<file path="src/rtl/bdlp_pkg.sv">
// Shared types and constants for the button debounce and long-press block.
package bdlp_pkg;

    localparam logic       OP_TICK  = 1'b0;
    localparam logic       OP_QUERY = 1'b1;

    localparam logic [1:0] STATUS_NORMAL  = 2'd0;
    localparam logic [1:0] STATUS_PRESSED = 2'd1;
    localparam logic [1:0] STATUS_LONG    = 2'd2;

    localparam logic [15:0] HOLD_TICKS_RESET = 16'd200;
    localparam int          PIN_BITS         = 4;
    localparam int          QUERY_SLOTS      = 4;

    typedef struct packed {
        logic tick;
        logic clr_long;
        logic clr_press;
    } lane_ctrl_t;

    typedef struct packed {
        logic long_press;
        logic press;
    } lane_stat_t;

endpackage

</file>
<file path="src/rtl/bdlp_lane.sv">
// One button: three-sample debounce, hold counter and sticky flags.
module bdlp_lane
    import bdlp_pkg::*;
(
    input  logic        aclk,
    input  logic        aresetn,
    input  lane_ctrl_t  ctrl,
    input  logic        level,
    input  logic [15:0] hold_ticks,
    output lane_stat_t  stat
);

    logic [2:0]  hist_reg, hist_next;
    logic        rel_reg, rel_next;
    logic [15:0] cnt_reg, cnt_next;
    logic        press_reg, press_next;
    logic        long_reg, long_next;

    always_comb begin
        hist_next  = hist_reg;
        rel_next   = rel_reg;
        cnt_next   = cnt_reg;
        press_next = press_reg;
        long_next  = long_reg;
        if (ctrl.tick) begin
            hist_next = {hist_reg[1:0], level};
            if (hist_next == 3'b000) begin
                priority if (rel_reg) begin
                    press_next = 1'b1;
                    rel_next   = 1'b0;
                    cnt_next   = hold_ticks;
                end else if (cnt_reg == 16'd0) begin
                    // repeat: flag and reload
                    long_next = 1'b1;
                    cnt_next  = hold_ticks;
                end else begin
                    cnt_next = cnt_reg - 16'd1;
                end
            end else begin
                rel_next = 1'b1;
                cnt_next = hold_ticks;
            end
        end
        if (ctrl.clr_long) begin
            long_next = 1'b0;
        end
        if (ctrl.clr_press) begin
            press_next = 1'b0;
        end
    end

    always_ff @(posedge aclk) begin
        if (!aresetn) begin
            hist_reg  <= 3'b111;
            rel_reg   <= 1'b1;
            cnt_reg   <= HOLD_TICKS_RESET;
            press_reg <= 1'b0;
            long_reg  <= 1'b0;
        end else begin
            hist_reg  <= hist_next;
            rel_reg   <= rel_next;
            cnt_reg   <= cnt_next;
            press_reg <= press_next;
            long_reg  <= long_next;
        end
    end

    assign stat.long_press = long_reg;
    assign stat.press      = press_reg;

endmodule

</file>
<file path="src/rtl/bdlp_merge.sv">
// Query merge: picks the addressed lane, encodes its status, clears the reported flag.
module bdlp_merge
    import bdlp_pkg::*;
#(
    parameter int NUM_BUTTONS = 4
) (
    input  logic                   query,
    input  logic [1:0]             button_index,
    input  lane_stat_t             stat [NUM_BUTTONS],
    output logic [1:0]             status,
    output logic [NUM_BUTTONS-1:0] clr_long,
    output logic [NUM_BUTTONS-1:0] clr_press
);

    lane_stat_t slot [QUERY_SLOTS];
    lane_stat_t sel;

    // Indexes with no lane read as idle flags, so they answer normal.
    for (genvar i = 0; i < QUERY_SLOTS; i++) begin : g_slot
        if (i < NUM_BUTTONS) begin : g_real
            assign slot[i] = stat[i];
        end else begin : g_none
            assign slot[i] = '0;
        end
    end

    assign sel = slot[button_index];

    always_comb begin
        priority if (sel.long_press) begin
            status = STATUS_LONG;
        end else if (sel.press) begin
            status = STATUS_PRESSED;
        end else begin
            status = STATUS_NORMAL;
        end
    end

    for (genvar i = 0; i < NUM_BUTTONS; i++) begin : g_clr
        if (i < QUERY_SLOTS) begin : g_addr
            assign clr_long[i]  = query && (button_index == 2'(i)) && sel.long_press;
            assign clr_press[i] = query && (button_index == 2'(i)) && !sel.long_press
                                  && sel.press;
        end else begin : g_unaddr
            assign clr_long[i]  = 1'b0;
            assign clr_press[i] = 1'b0;
        end
    end

endmodule

</file>
<file path="src/rtl/button_debounce_long_press.sv">
// Top level: button debounce and long-press detector with stream ports.
// Throughput: one transaction per cycle, ticks and queries alike, while s_tready is high.
// Latency: a query's answer is on m_tvalid in the cycle after acceptance when no earlier answer waits.
// A two-entry output stage (register plus skid) keeps s_tready high while one answer waits.
// Reset (aresetn low, synchronous): all buttons released, flags clear, hold_ticks = 200.
module button_debounce_long_press
    import bdlp_pkg::*;
#(
    parameter int NUM_BUTTONS = 4
) (
    input  logic        aclk,
    input  logic        aresetn,
    input  logic        cfg_wr_en,
    input  logic [15:0] cfg_wr_data,  // hold_ticks
    input  logic        s_tvalid,
    output logic        s_tready,
    input  logic [7:0]  s_tdata,      // [3:0] pin_levels, [5:4] button_index, [7:6] zero
    input  logic        s_tuser,      // [0] operation
    output logic        m_tvalid,
    input  logic        m_tready,
    output logic [7:0]  m_tdata       // [1:0] button_status, [7:2] zero
);

    logic [15:0] hold_reg;
    logic        s_acc, push, pop;
    logic [3:0]  pins;
    logic [1:0]  idx;
    logic [1:0]  status;

    lane_ctrl_t             ctrl [NUM_BUTTONS];
    lane_stat_t             stat [NUM_BUTTONS];
    logic [NUM_BUTTONS-1:0] clr_long, clr_press;

    logic       out_valid_reg, out_valid_next;
    logic [1:0] out_data_reg, out_data_next;
    logic       skid_valid_reg, skid_valid_next;
    logic [1:0] skid_data_reg, skid_data_next;

    assign pins  = s_tdata[3:0];
    assign idx   = s_tdata[5:4];
    assign s_acc = s_tvalid && s_tready;
    assign push  = s_acc && (s_tuser == OP_QUERY);
    assign pop   = out_valid_reg && m_tready;

    always_ff @(posedge aclk) begin
        if (!aresetn) begin
            hold_reg <= HOLD_TICKS_RESET;
        end else if (cfg_wr_en) begin
            hold_reg <= cfg_wr_data;
        end
    end

    for (genvar i = 0; i < NUM_BUTTONS; i++) begin : g_lane
        logic level;
        if (i < PIN_BITS) begin : g_pin
            assign level = pins[i];
        end else begin : g_high
            assign level = 1'b1;
        end
        assign ctrl[i].tick      = s_acc && (s_tuser == OP_TICK);
        assign ctrl[i].clr_long  = clr_long[i];
        assign ctrl[i].clr_press = clr_press[i];

        bdlp_lane u_lane (
            .aclk       (aclk),
            .aresetn    (aresetn),
            .ctrl       (ctrl[i]),
            .level      (level),
            .hold_ticks (hold_reg),
            .stat       (stat[i])
        );
    end

    bdlp_merge #(
        .NUM_BUTTONS (NUM_BUTTONS)
    ) u_merge (
        .query        (push),
        .button_index (idx),
        .stat         (stat),
        .status       (status),
        .clr_long     (clr_long),
        .clr_press    (clr_press)
    );

    always_comb begin
        out_valid_next  = out_valid_reg;
        out_data_next   = out_data_reg;
        skid_valid_next = skid_valid_reg;
        skid_data_next  = skid_data_reg;
        priority if (!out_valid_reg) begin
            out_valid_next = push;
            out_data_next  = status;
        end else if (pop) begin
            // advance skid into the output; no push can arrive while skid is full
            if (skid_valid_reg) begin
                out_data_next   = skid_data_reg;
                skid_valid_next = 1'b0;
            end else begin
                out_valid_next = push;
                out_data_next  = status;
            end
        end else if (push) begin
            skid_valid_next = 1'b1;
            skid_data_next  = status;
        end else begin
            // hold both entries
            out_valid_next = out_valid_reg;
        end
    end

    always_ff @(posedge aclk) begin
        if (!aresetn) begin
            out_valid_reg  <= 1'b0;
            skid_valid_reg <= 1'b0;
        end else begin
            out_valid_reg  <= out_valid_next;
            skid_valid_reg <= skid_valid_next;
        end
        out_data_reg  <= out_data_next;
        skid_data_reg <= skid_data_next;
    end

    assign s_tready = !skid_valid_reg;
    assign m_tvalid = out_valid_reg;
    assign m_tdata  = {6'd0, out_data_reg};

`ifndef SYNTHESIS
    a_skid_behind_out: assert property (@(posedge aclk) disable iff (!aresetn)
        skid_valid_reg |-> out_valid_reg)
        else $error("skid holds data while output register is empty");

    a_query_answered: assert property (@(posedge aclk) disable iff (!aresetn)
        push |=> m_tvalid)
        else $error("accepted query produced no answer");

    a_one_clear: assert property (@(posedge aclk) disable iff (!aresetn)
        (|{clr_long, clr_press}) |-> ($onehot0({clr_long, clr_press}) && push))
        else $error("flag clear outside a single query");

    a_long_cleared: assert property (@(posedge aclk) disable iff (!aresetn)
        (|clr_long) |=> (!skid_valid_reg ? out_data_reg == STATUS_LONG
                                         : skid_data_reg == STATUS_LONG))
        else $error("long-press clear without long-press answer");
`endif

endmodule
</file>
<file path="config.mk">
export PLATFORM = sky130hd
export DESIGN_NAME = button_debounce_long_press
export DESIGN_NICKNAME = d
export VERILOG_FILES = /design/src/rtl/bdlp_pkg.sv /design/src/rtl/bdlp_lane.sv /design/src/rtl/bdlp_merge.sv /design/src/rtl/button_debounce_long_press.sv
export SDC_FILE = /design/constraint.sdc
export NUM_CORES = 1
export LEC_CHECK = 0
export ABC_AREA = 1
export BUFFER_PORTS_ARGS = -buffer_cell sky130_fd_sc_hd__buf_2
export CAP_MARGIN = 40
export CORE_AREA = 3 3 142 110
export DETAILED_ROUTE_END_ITERATION = 6
export DIE_AREA = 0 0 145 113
export SLEW_MARGIN = 20
export SYNTH_ARGS = -nofsm -noshare
export SYNTH_HDL_FRONTEND = slang
export SYNTH_SLANG_ARGS = --single-unit
export TNS_END_PERCENT = 50
</file>
<file path="constraint.sdc">
create_clock -name aclk -period 2.05 [get_ports aclk]
set_input_delay 0.1025 -clock aclk [delete_from_list [all_inputs] [get_ports aclk]]
set_output_delay 0.1025 -clock aclk [all_outputs]
set_load 0.1 [all_outputs]
</file>
After elaboration in Yosys (flattened, before gate mapping)
Index checks and enable logic that the tools add are counted.
{ "totals": {"ff_bits": 106, "input_bits": 30, "output_inout_bits": 10} }
{ "classes": {"bitwise": 8, "n_reduce_logical": 50, "n_eq_ne": 4, "add_sub_neg": 4, "n_lt_le_gt_ge": 1, "mux": 29} }
{ "op_table": {"columns": ["operator", "n"], "rows": [
  ["2-to-1 mux 16 bit", 12],
  ["zero test 16 bit", 4],
  ["subtractor 16 x 1 -> 16 bit, second input constant", 4],
  ["logical AND 1 bit", 20],
  ["AND reduction 4 bit", 4],
  ["OR reduction 2 bit", 8],
  ["AND reduction 3 bit", 5],
  ["zero test 3 bit", 4],
  ["2-to-1 mux 2 bit", 6],
  ["2-to-1 mux 1 bit", 10],
  ["inverter 1 bit", 7],
  ["binary-select mux 2 bit (select 2 bit)", 1],
  ["equality test 2 bit, second input constant", 2],
  ["greater-or-equal comparator 3 bit, second input constant", 1],
  ["inverter 2 -> 3 bit", 1],
  ["equality test 2 x 1 -> 1 bit, second input constant", 1],
  ["zero test 1 bit", 2],
  ["zero test 2 bit", 1],
  ["inequality test 2 bit, second input constant", 1],
  ["AND reduction 2 bit", 1],
  ["nonzero test 2 bit", 1]
]} }

Depth between registers and ports, before layout
Gate-level depths: netlist of run 1.
{ "depth": {"depth_word": 9, "depth_mapped": 11, "ltp_nobuf": 11} }

Modules after synthesis
From an unflattened synthesis of run 1, not the netlist that was laid out.
{ "hier_totals": {"hier_cells": 1076, "hier_area_um2": 6910.4} }
{ "modules_own_cells": {"columns": ["mod", "area_per_inst_um2", "n_inst", "cells_per_inst"], "rows": [
  ["bdlp_lane", 1466.4, 4, 233],
  ["button_debounce_long_press", 850.8, 1, 102],
  ["bdlp_merge", 193.9, 1, 42]
]} }

Least setup slack after synthesis of run 1
OpenSTA, ideal clock, no wires.
{ "synth_timing": {"path_type": "reg-to-reg", "start": "reg out_valid_reg, in the netlist m_tvalid", "end": "reg skid_data_reg[0], enable pin", "setup_slack_ns": 0.304, "setup_time_ns": 0.317, "t_required_ns": 1.733, "path_stages_with_launch": 3, "t_arrival_ns": 1.429, "synth_period_minus_slack_ns": 1.746, "path_cell_list": "dfxtp_1 -> nand2_1 -> nor2_1"} }
{ "synth_between": {"elab_chain_len": 3} }
{ "synth_rtl": {"columns": ["element", "line_no", "text"], "rows": [
  ["start, declared", "button_debounce_long_press.sv:34", "logic out_valid_reg, out_valid_next;"],
  ["start signal, assigned", "button_debounce_long_press.sv:116", "out_valid_reg <= out_valid_next;"],
  ["logical AND 1 bit", "button_debounce_long_press.sv:43", "assign pop = out_valid_reg && m_tready;"],
  ["inverter 1 bit (no source line)", null, null],
  ["AND reduction 3 bit (no source line) (*)", null, null],
  ["end signal, assigned", "button_debounce_long_press.sv:120", "skid_data_reg <= skid_data_next;"],
  ["end, declared", "button_debounce_long_press.sv:37", "logic [1:0] skid_data_reg, skid_data_next;"]
]} }
Mark *: on every way between the ends. The rest lies on a longest branch, timed or not.
A chain may end at the register's enable or synchronous reset.

Worst setup path after layout of run 1
{ "layout_timing": {"start": "reg g_lane[3].u_lane.cnt_reg[0]", "end": "reg g_lane[3].u_lane.cnt_reg[4]"} }
{ "layout_between": {"elab_chain_len": 4, "elab_cells_between_ends": 5} }
{ "layout_rtl": {"columns": ["element", "line_no", "text"], "rows": [
  ["start, declared", "bdlp_lane.sv:15", "logic [15:0] cnt_reg, cnt_next;"],
  ["start signal, assigned", "bdlp_lane.sv:62", "cnt_reg <= cnt_next;"],
  ["subtractor 16 x 1 -> 16 bit / zero test 16 bit (equally long branches)", "bdlp_lane.sv:37, bdlp_lane.sv:32", null],
  ["2-to-1 mux 16 bit (*)", "bdlp_lane.sv:32", "end else if (cnt_reg == 16'd0) begin"],
  ["2-to-1 mux 16 bit (*)", "bdlp_lane.sv:28", "priority if (rel_reg) begin"],
  ["2-to-1 mux 16 bit (*)", "bdlp_lane.sv:27", "if (hist_next == 3'b000) begin"]
]} }
Marked as above.

==> results of run 1 <==
==> synthesized netlist by cell type (3+ instances only) <==
library cell  number  area share
nor2_2            15       0.015
buf_6              6       0.011
inv_1            111       0.065
edfxtp_1           4       0.019
dfxtp_1          102        0.32
a21oi_1           91       0.071
xor2_1            11       0.015
buf_2              9      0.0070
a31oi_1            4      0.0039
or3_1              3      0.0029
inv_2              9      0.0053
nand2_4            4      0.0070
xnor2_1            8       0.011
nor2_4             5      0.0088
nor3_1             9      0.0070
nand2_1          262        0.15
o21ai_1           50       0.039
nand3_1           72       0.056
buf_4              9       0.011
nand3b_1           4      0.0047
clkbuf_1          20       0.012
ha_1               8       0.016
o21ai_0           25       0.019
nor2_1           158       0.092
nand4_1            7      0.0068
==> worst min path at each step <==
stage                              start                                   endpoint  slack (ns)  depth (start not counted)
final                     cfg_wr_data[7]                   hold_reg[7]$_SDFFE_PN1P_        0.03                          3
after global routing      cfg_wr_data[7]                   hold_reg[7]$_SDFFE_PN1P_        0.03                          3
after CTS                 cfg_wr_data[7]                   hold_reg[7]$_SDFFE_PN1P_       0.006                          3
after detailed placement  cfg_wr_data[3]                   hold_reg[3]$_SDFFE_PN1P_        0.32                          3
after global placement    cfg_wr_data[6]                   hold_reg[6]$_SDFFE_PN1P_        0.32                          3
after floorplan               s_tdata[0]  g_lane[0].u_lane.hist_reg[0]$_SDFFE_PN1P_        0.23                          2
==> cell type report <==
class | instances | area [um2]
repair buffers | 47 | 323
fillers | 1535 | 7260
flip-flops and latches | 106 | 2160
well taps | 200 | 250
clock inverters | 5 | 55.1
clock buffers | 10 | 239
multi-input cells | 757 | 3560
inverters | 122 | 458
==> report_power, final <==
part / internal (mW) / leakage, nW / switching (mW) / total [mW]
Clock: 0.971 / 0.140 / 0.799 / 1.77
Combinational: 0.240 / 2.18 / 0.514 / 0.754
Sequential: 2.16 / 0.879 / 0.0922 / 2.26
Total: 3.37 / 3.20 / 1.41 / 4.78
==> per-stage QoR <==
stage	setup WS [ns]	hold WS, ns	power [mW]	instances	instance area [um2]
detailed placement	0.317	0.320	3.04	1223	6660
floorplan	0.304	0.229	2.85	1029	6440
CTS	0.303	0.00626	4.83	1247	7050
finish	0.305	0.0256	4.78	1247	7050
global placement	0.341	0.321	3.03	1223	6660
global route	0.0611	0.0307	5.02	1247	7050
==> metal layers <==
layer,wire (um),GRT usage,share of wire
met1,9000,0.313,0.53
met2,6840,0.298,0.41
met3,826,0.0456,0.049
met4,187,0.0468,0.011
met5,0,0,0
==> layout by cell type, fill, tap and decap left out, types with 4 or more instances in the layout <==
| cell | n |
|---|---|
| a21oi_1 | 91 |
| a31oi_1 | 4 |
| buf_2 | 31 |
| buf_4 | 5 |
| clkbuf_16 | 9 |
| conb_1 | 6 |
| dfxtp_1 | 102 |
| dlygate4sd3_1 | 9 |
| edfxtp_1 | 4 |
| ha_1 | 8 |
| inv_1 | 110 |
| inv_2 | 10 |
| nand2_1 | 262 |
| nand2_4 | 4 |
| nand3_1 | 72 |
| nand3b_1 | 4 |
| nand4_1 | 7 |
| nor2_1 | 158 |
| nor2_2 | 15 |
| nor2_4 | 5 |
| nor3_1 | 9 |
| o21ai_0 | 25 |
| o21ai_1 | 50 |
| xnor2_1 | 8 |
| xor2_1 | 11 |
==> critical path: stages (launching register included) <==
cell and delay (ns):
dfxtp_1 0.32, inv_1 0.13, ha_1 0.19, nand3_1 0.08
nor2_1 0.13, nand3_2 0.13, nand2_4 0.27, inv_2 0.15
nand2_1 0.09, nand3_1 0.06, a21oi_1 0.12
==> kinds of logic after synthesis <==
family          Yosys count  share of synthesized area
simple gates            548                      0.369
compound gates          176                      0.141
buf+inv                 166                      0.111
flops                   106                      0.337
xor+xnor                 19                     0.0259
fa+ha+maj                 8                     0.0156
other cells               1                   0.000584
==> results.py, run 1 <==
metrics = {
    "setup_path": {
        "r2r_end": "g_lane[3].u_lane.cnt_reg[4]$_SDFFE_PN0P_",
        "r2r_slack_ns": 0.31,
        "regToRegStartpoint": "g_lane[3].u_lane.cnt_reg[0]$_SDFFE_PN0P_",
        "cp-startpoint": "g_lane[3].u_lane.cnt_reg[0]$_SDFFE_PN0P_",
        "required_ns": 2.33,
        "end_kind": "flip-flop",
        "ff2ff_path_depth": 10,
        "timing_worst_setup_path_type": "reg -> reg",
        "critPathCapture": "g_lane[3].u_lane.cnt_reg[4]$_SDFFE_PN0P_",
        "cp.arrival_ns": 2.03,
        "cp-start-kind": "flip-flop",
        "path_max_fanout": 26,
    },
    "placed_design": {
        "routabilityCongestion": 0.938,
        "place_hpwl_um": 11500,
        "port_buffers": 31,
    },
    "timing": {
        "fin_crit_ns": 1.74,
        "worst_pin_slew_ns": 0.703,
        "min_period_over_period": 0.851,
        "hold_viol_final": 0,
        "relSlewSlack": 0.531,
        "setup_tns_ns": 0,
        "max_freq_ghz": 0.573,
        "rsz0062_at_grt": "no",
        "skew_ns": 0.0104,
        "setup_viol": 0,
        "maxSlewViolCount": 0,
    },
    "synthesis": {
        "synth-warning-count": 0,
        "synth_edf_count": 4,
        "netlist_instances": 1024,
        "synthDistinctLibCells": 38,
        "synth-async-reset-ratio": 0,
        "ys.flop_type": "dfxtp_1",
        "ys_ff_latch": 106,
        "avgSynthCellArea_um2": 6.27,
        "syn-cell-area_mm2": 0.00642,
        "ys_seq_area_frac": 0.337,
    },
    "floorplan": {
        "num_io_pins": 40,
        "row_count": 38,
        "dieArea_mm2": 0.0164,
        "die_h_um": 113,
        "core-area_mm2": 0.0143,
        "initial_utilization": 0.448,
        "die_w_um": 145,
    },
    "power": {
        "ir_drop_mv": 0.424,
        "powerDensity_mw_per_mm2": 678,
        "p_leak_nw": 3.20,
    },
    "grt": {
        "grt_pass1_vias": 5368,
        "grt_pass1_wl_um": 27400,
        "track_usage": 0.206,
        "grt_max_degree": 66,
        "globalRouteOverflowTotal": 0,
        "antenna_found_initial": 0,
    },
    "clock_network": {
        "cts_setup_buffers": 0,
        "numCtsBuffers": 9,
        "ctsResizeCount": 0,
        "clock_latency_ns": 0.36,
        "cts_sinks": 106,
        "ctsHoldBuffers": 9,
        "cts_tree": "done",
        "cts.clk_slew.worst_paths_ns": 0.07,
        "htree_num_levels": 3,
        "clock_path_buffers": 2,
        "cts-root-buf": "clkbuf_16",
    },
    "detailed_routing": {
        "firstDrtPassIters": 5,
        "drc": 0,
        "wire_per_inst_um": 13.5,
        "drt-initial-drc-count": 394,
        "vias": 6117,
        "via_per_inst": 4.91,
        "ant_nets": 0,
        "wl_um": 16900,
    },
    "outcome": {
        "status": "completed",
    },
    "cells_and_area": {
        "diodes": 0,
        "post-route-util": 0.492,
        "layout.nets": 1081,
        "layout-drive-gt1-share": 0.0917,
        "synthToLayoutAreaGrowth_pct": 9.83,
        "largest_register_ffs": 64,
    },
    "min_path": {
        "hp-class": "in -> reg",
    },
    "job": {
        "drv_cap": 0,
    },
}
Power figures use the tool's default switching activity.
==> run 2, diff against run 1 <==
--- a/config.mk
+++ b/config.mk
@@ -8,9 +8,9 @@
 export ABC_AREA = 1
 export BUFFER_PORTS_ARGS = -buffer_cell sky130_fd_sc_hd__buf_2
 export CAP_MARGIN = 40
-export CORE_AREA = 3 3 142 110
+export CORE_AREA = 3 3 124 126
 export DETAILED_ROUTE_END_ITERATION = 6
-export DIE_AREA = 0 0 145 113
+export DIE_AREA = 0 0 127 129
 export SLEW_MARGIN = 20
 export SYNTH_ARGS = -nofsm -noshare
 export SYNTH_HDL_FRONTEND = slang
==> run 2 against run 1 <==
Via count shrank 0.56%. Setup slack gained 0.022 ns. Die area is essentially flat. Combinational power grew 2%. Wire length shrank 1.4%. Critical path type unchanged. Largest cell class unchanged. Core utilization shrank 0.16 points. Global-route usage is essentially flat. Worst hold slack lost 0.0034 ns. Count of clock-buffer cells in the layout grew 1.
==> results.py, run 2 (synthesized netlist as in run 1, its figures left out) <==
metrics = {
    "setup_path": {
        "required_ns": 2.34,
        "crit_path_top_delay_cell": "dfxtp_1",
        "cp-startpoint": "g_lane[0].u_lane.cnt_reg[10]$_SDFFE_PN0P_",
        "regToRegStartpoint": "g_lane[0].u_lane.cnt_reg[10]$_SDFFE_PN0P_",
        "path_cells": "nor2_1 -> nand2_1 -> nor2_1 -> nand3_2 -> nand2_4 -> inv_2 -> nand2_1 -> nand3_1 -> a21oi_1",
        "timing_worst_setup_path_type": "reg -> reg",
        "path_max_fanout": 26,
        "critPathMaxStageDelay_ns": 0.36,
        "cp.arrival_ns": 2.01,
        "cp-start-kind": "flip-flop",
        "end_kind": "flip-flop",
    },
    "placed_design": {
        "placed_area_mm2": 0.00669,
        "routabilityCongestion": 0.887,
        "dp.cells": 1210,
        "port_buffers": 31,
        "place_hpwl_um": 11400,
    },
    "detailed_routing": {
        "ant_nets": 0,
        "wl_um": 16600,
        "via_per_inst": 4.92,
        "wire_per_inst_um": 13.4,
        "drt-initial-drc-count": 414,
        "vias": 6083,
        "drc": 0,
        "firstDrtPassIters": 5,
    },
    "job": {
        "drv_cap": 0,
    },
    "grt": {
        "track_usage": 0.206,
        "globalRouteOverflowTotal": 0,
        "grt_pass1_vias": 5368,
        "grt_use_met2": 0.331,
        "grt_use_met1": 0.288,
        "antenna_found_initial": 0,
        "top_usage_layer": "met2",
        "met3_usage": 0.0428,
        "grt_pass1_wl_um": 26900,
        "grt_max_degree": 50,
    },
    "floorplan": {
        "num_io_pins": 40,
        "die_h_um": 129,
        "core-area_mm2": 0.0144,
        "dieArea_mm2": 0.0164,
        "initial_utilization": 0.445,
        "die_w_um": 127,
        "row_count": 44,
    },
    "cells_and_area": {
        "synthToLayoutAreaGrowth_pct": 10.3,
        "fin_area_mm2": 0.00708,
        "mostFrequentLayoutCells": "nand2_1 (262), nor2_1 (158), inv_1 (110)",
        "post-route-util": 0.491,
        "fillers": 1549,
        "diodes": 0,
        "layout_commonest_cell": "nand2_1",
        "layout-drive-gt1-share": 0.0951,
        "fin_cells": 1236,
        "largest_register_ffs": 64,
        "layout.nets": 1085,
    },
    "clock_network": {
        "clock_path_buffers": 2,
        "cts.clk_slew.worst_paths_ns": 0.07,
        "cts_sinks": 106,
        "numCtsBuffers": 9,
        "clock_latency_ns": 0.36,
        "cts_tree": "done",
        "htree_num_levels": 3,
        "ctsResizeCount": 0,
        "cts-root-buf": "clkbuf_16",
    },
    "timing": {
        "min_period_over_period": 0.840,
        "setup_tns_ns": 0,
        "skew_ns": 0.00724,
        "rsz0062_at_grt": "no",
        "fin_crit_ns": 1.72,
        "hold_viol_final": 0,
        "setup_viol": 0,
        "maxSlewViolCount": 0,
        "max_freq_ghz": 0.581,
    },
    "power": {
        "powerDensity_mw_per_mm2": 671,
        "ir_drop_mv": 0.460,
        "p_leak_nw": 3.23,
    },
    "min_path": {
        "min_from": "cfg_wr_data[12]",
        "hp-class": "in -> reg",
    },
    "outcome": {
        "status": "completed",
    },
}
-- run 2: cell count changes in the layout (fill, tap and decap cells not counted), sizes merged --
cell         previous run  this run
buf                    38        41
clkinvlp                2         0
inv                   120       122
bufinv                  1         0
clkbuf                 10        11
clkinv                  4         5
dlygate4sd3             9        10
-- run 2: final timing paths --
| check | to | slack (ns) | cells past startpoint |
|---|---|---|---|
| setup / recovery | g_lane[0].u_lane.cnt_reg[13]$_SDFFE_PN0P_ | 0.33 | 9 |
| hold / removal | hold_reg[12]$_SDFFE_PN0P_ | 0.02 | 3 |
| setup reg to reg | g_lane[0].u_lane.cnt_reg[13]$_SDFFE_PN0P_ | 0.33 | 9 |
| hold reg to reg | g_lane[3].u_lane.long_reg$_SDFFE_PP0P_ | 0.46 | 2 |
-- run 2: metrics by stage --
stage / total power [mW] / hold WS, ns / setup slack, ns
2_1_floorplan: 2.85 / 0.229 / 0.304
4_1_cts: 4.81 / 0.0104 / 0.310
6_report: 4.75 / 0.0222 / 0.327
5_1_grt: 4.97 / 0.0352 / 0.111
3_5_place_dp: 3.05 / 0.326 / 0.325
3_3_place_gp: 3.05 / 0.320 / 0.377
-- run 2: cell type report --
| type | count | area (um2) | area share |
|---|---|---|---|
| multi-input combinational | 757 | 3560 | 0.503 |
| inverter | 122 | 458 | 0.0647 |
| clock buffer | 11 | 253 | 0.0357 |
| timing repair buffer | 51 | 380 | 0.0537 |
| tap | 184 | 230 | 0.0325 |
| clock inverter | 5 | 36.3 | 0.00512 |
| sequential | 106 | 2160 | 0.305 |
-- run 2: power breakdown --
group          internal, mW  switching, mW  total [mW]
Sequential             2.16         0.0880        2.25
Combinational         0.250          0.516       0.766
Clock                 0.900          0.832        1.73
Total                  3.31           1.44        4.75
-- run 2: critical path: cells and delay by family, from the launching register on --
| family | cells | cell delay, ns |
|---|---|---|
| simple gates | 7 | 1.02 |
| buf+inv | 1 | 0.13 |
| flops | 1 | 0.36 |
| compound gates | 1 | 0.13 |
-- run 2: routing by layer --
| layer | up-vias | share of wire |
|---|---|---|
| li1 | 3276 | - |
| met1 | 2724 | 0.51 |
| met2 | 73 | 0.44 |
| met3 | 10 | 0.031 |
| met4 | 0 | 0.011 |
| met5 | - | 0 |
-- run 2: repair_timing --
item / 4_1_cts / 5_1_grt
hold endpoints to repair: 10 / 0
hold buffers: 10 / 0
buffers inserted: 0 / 0
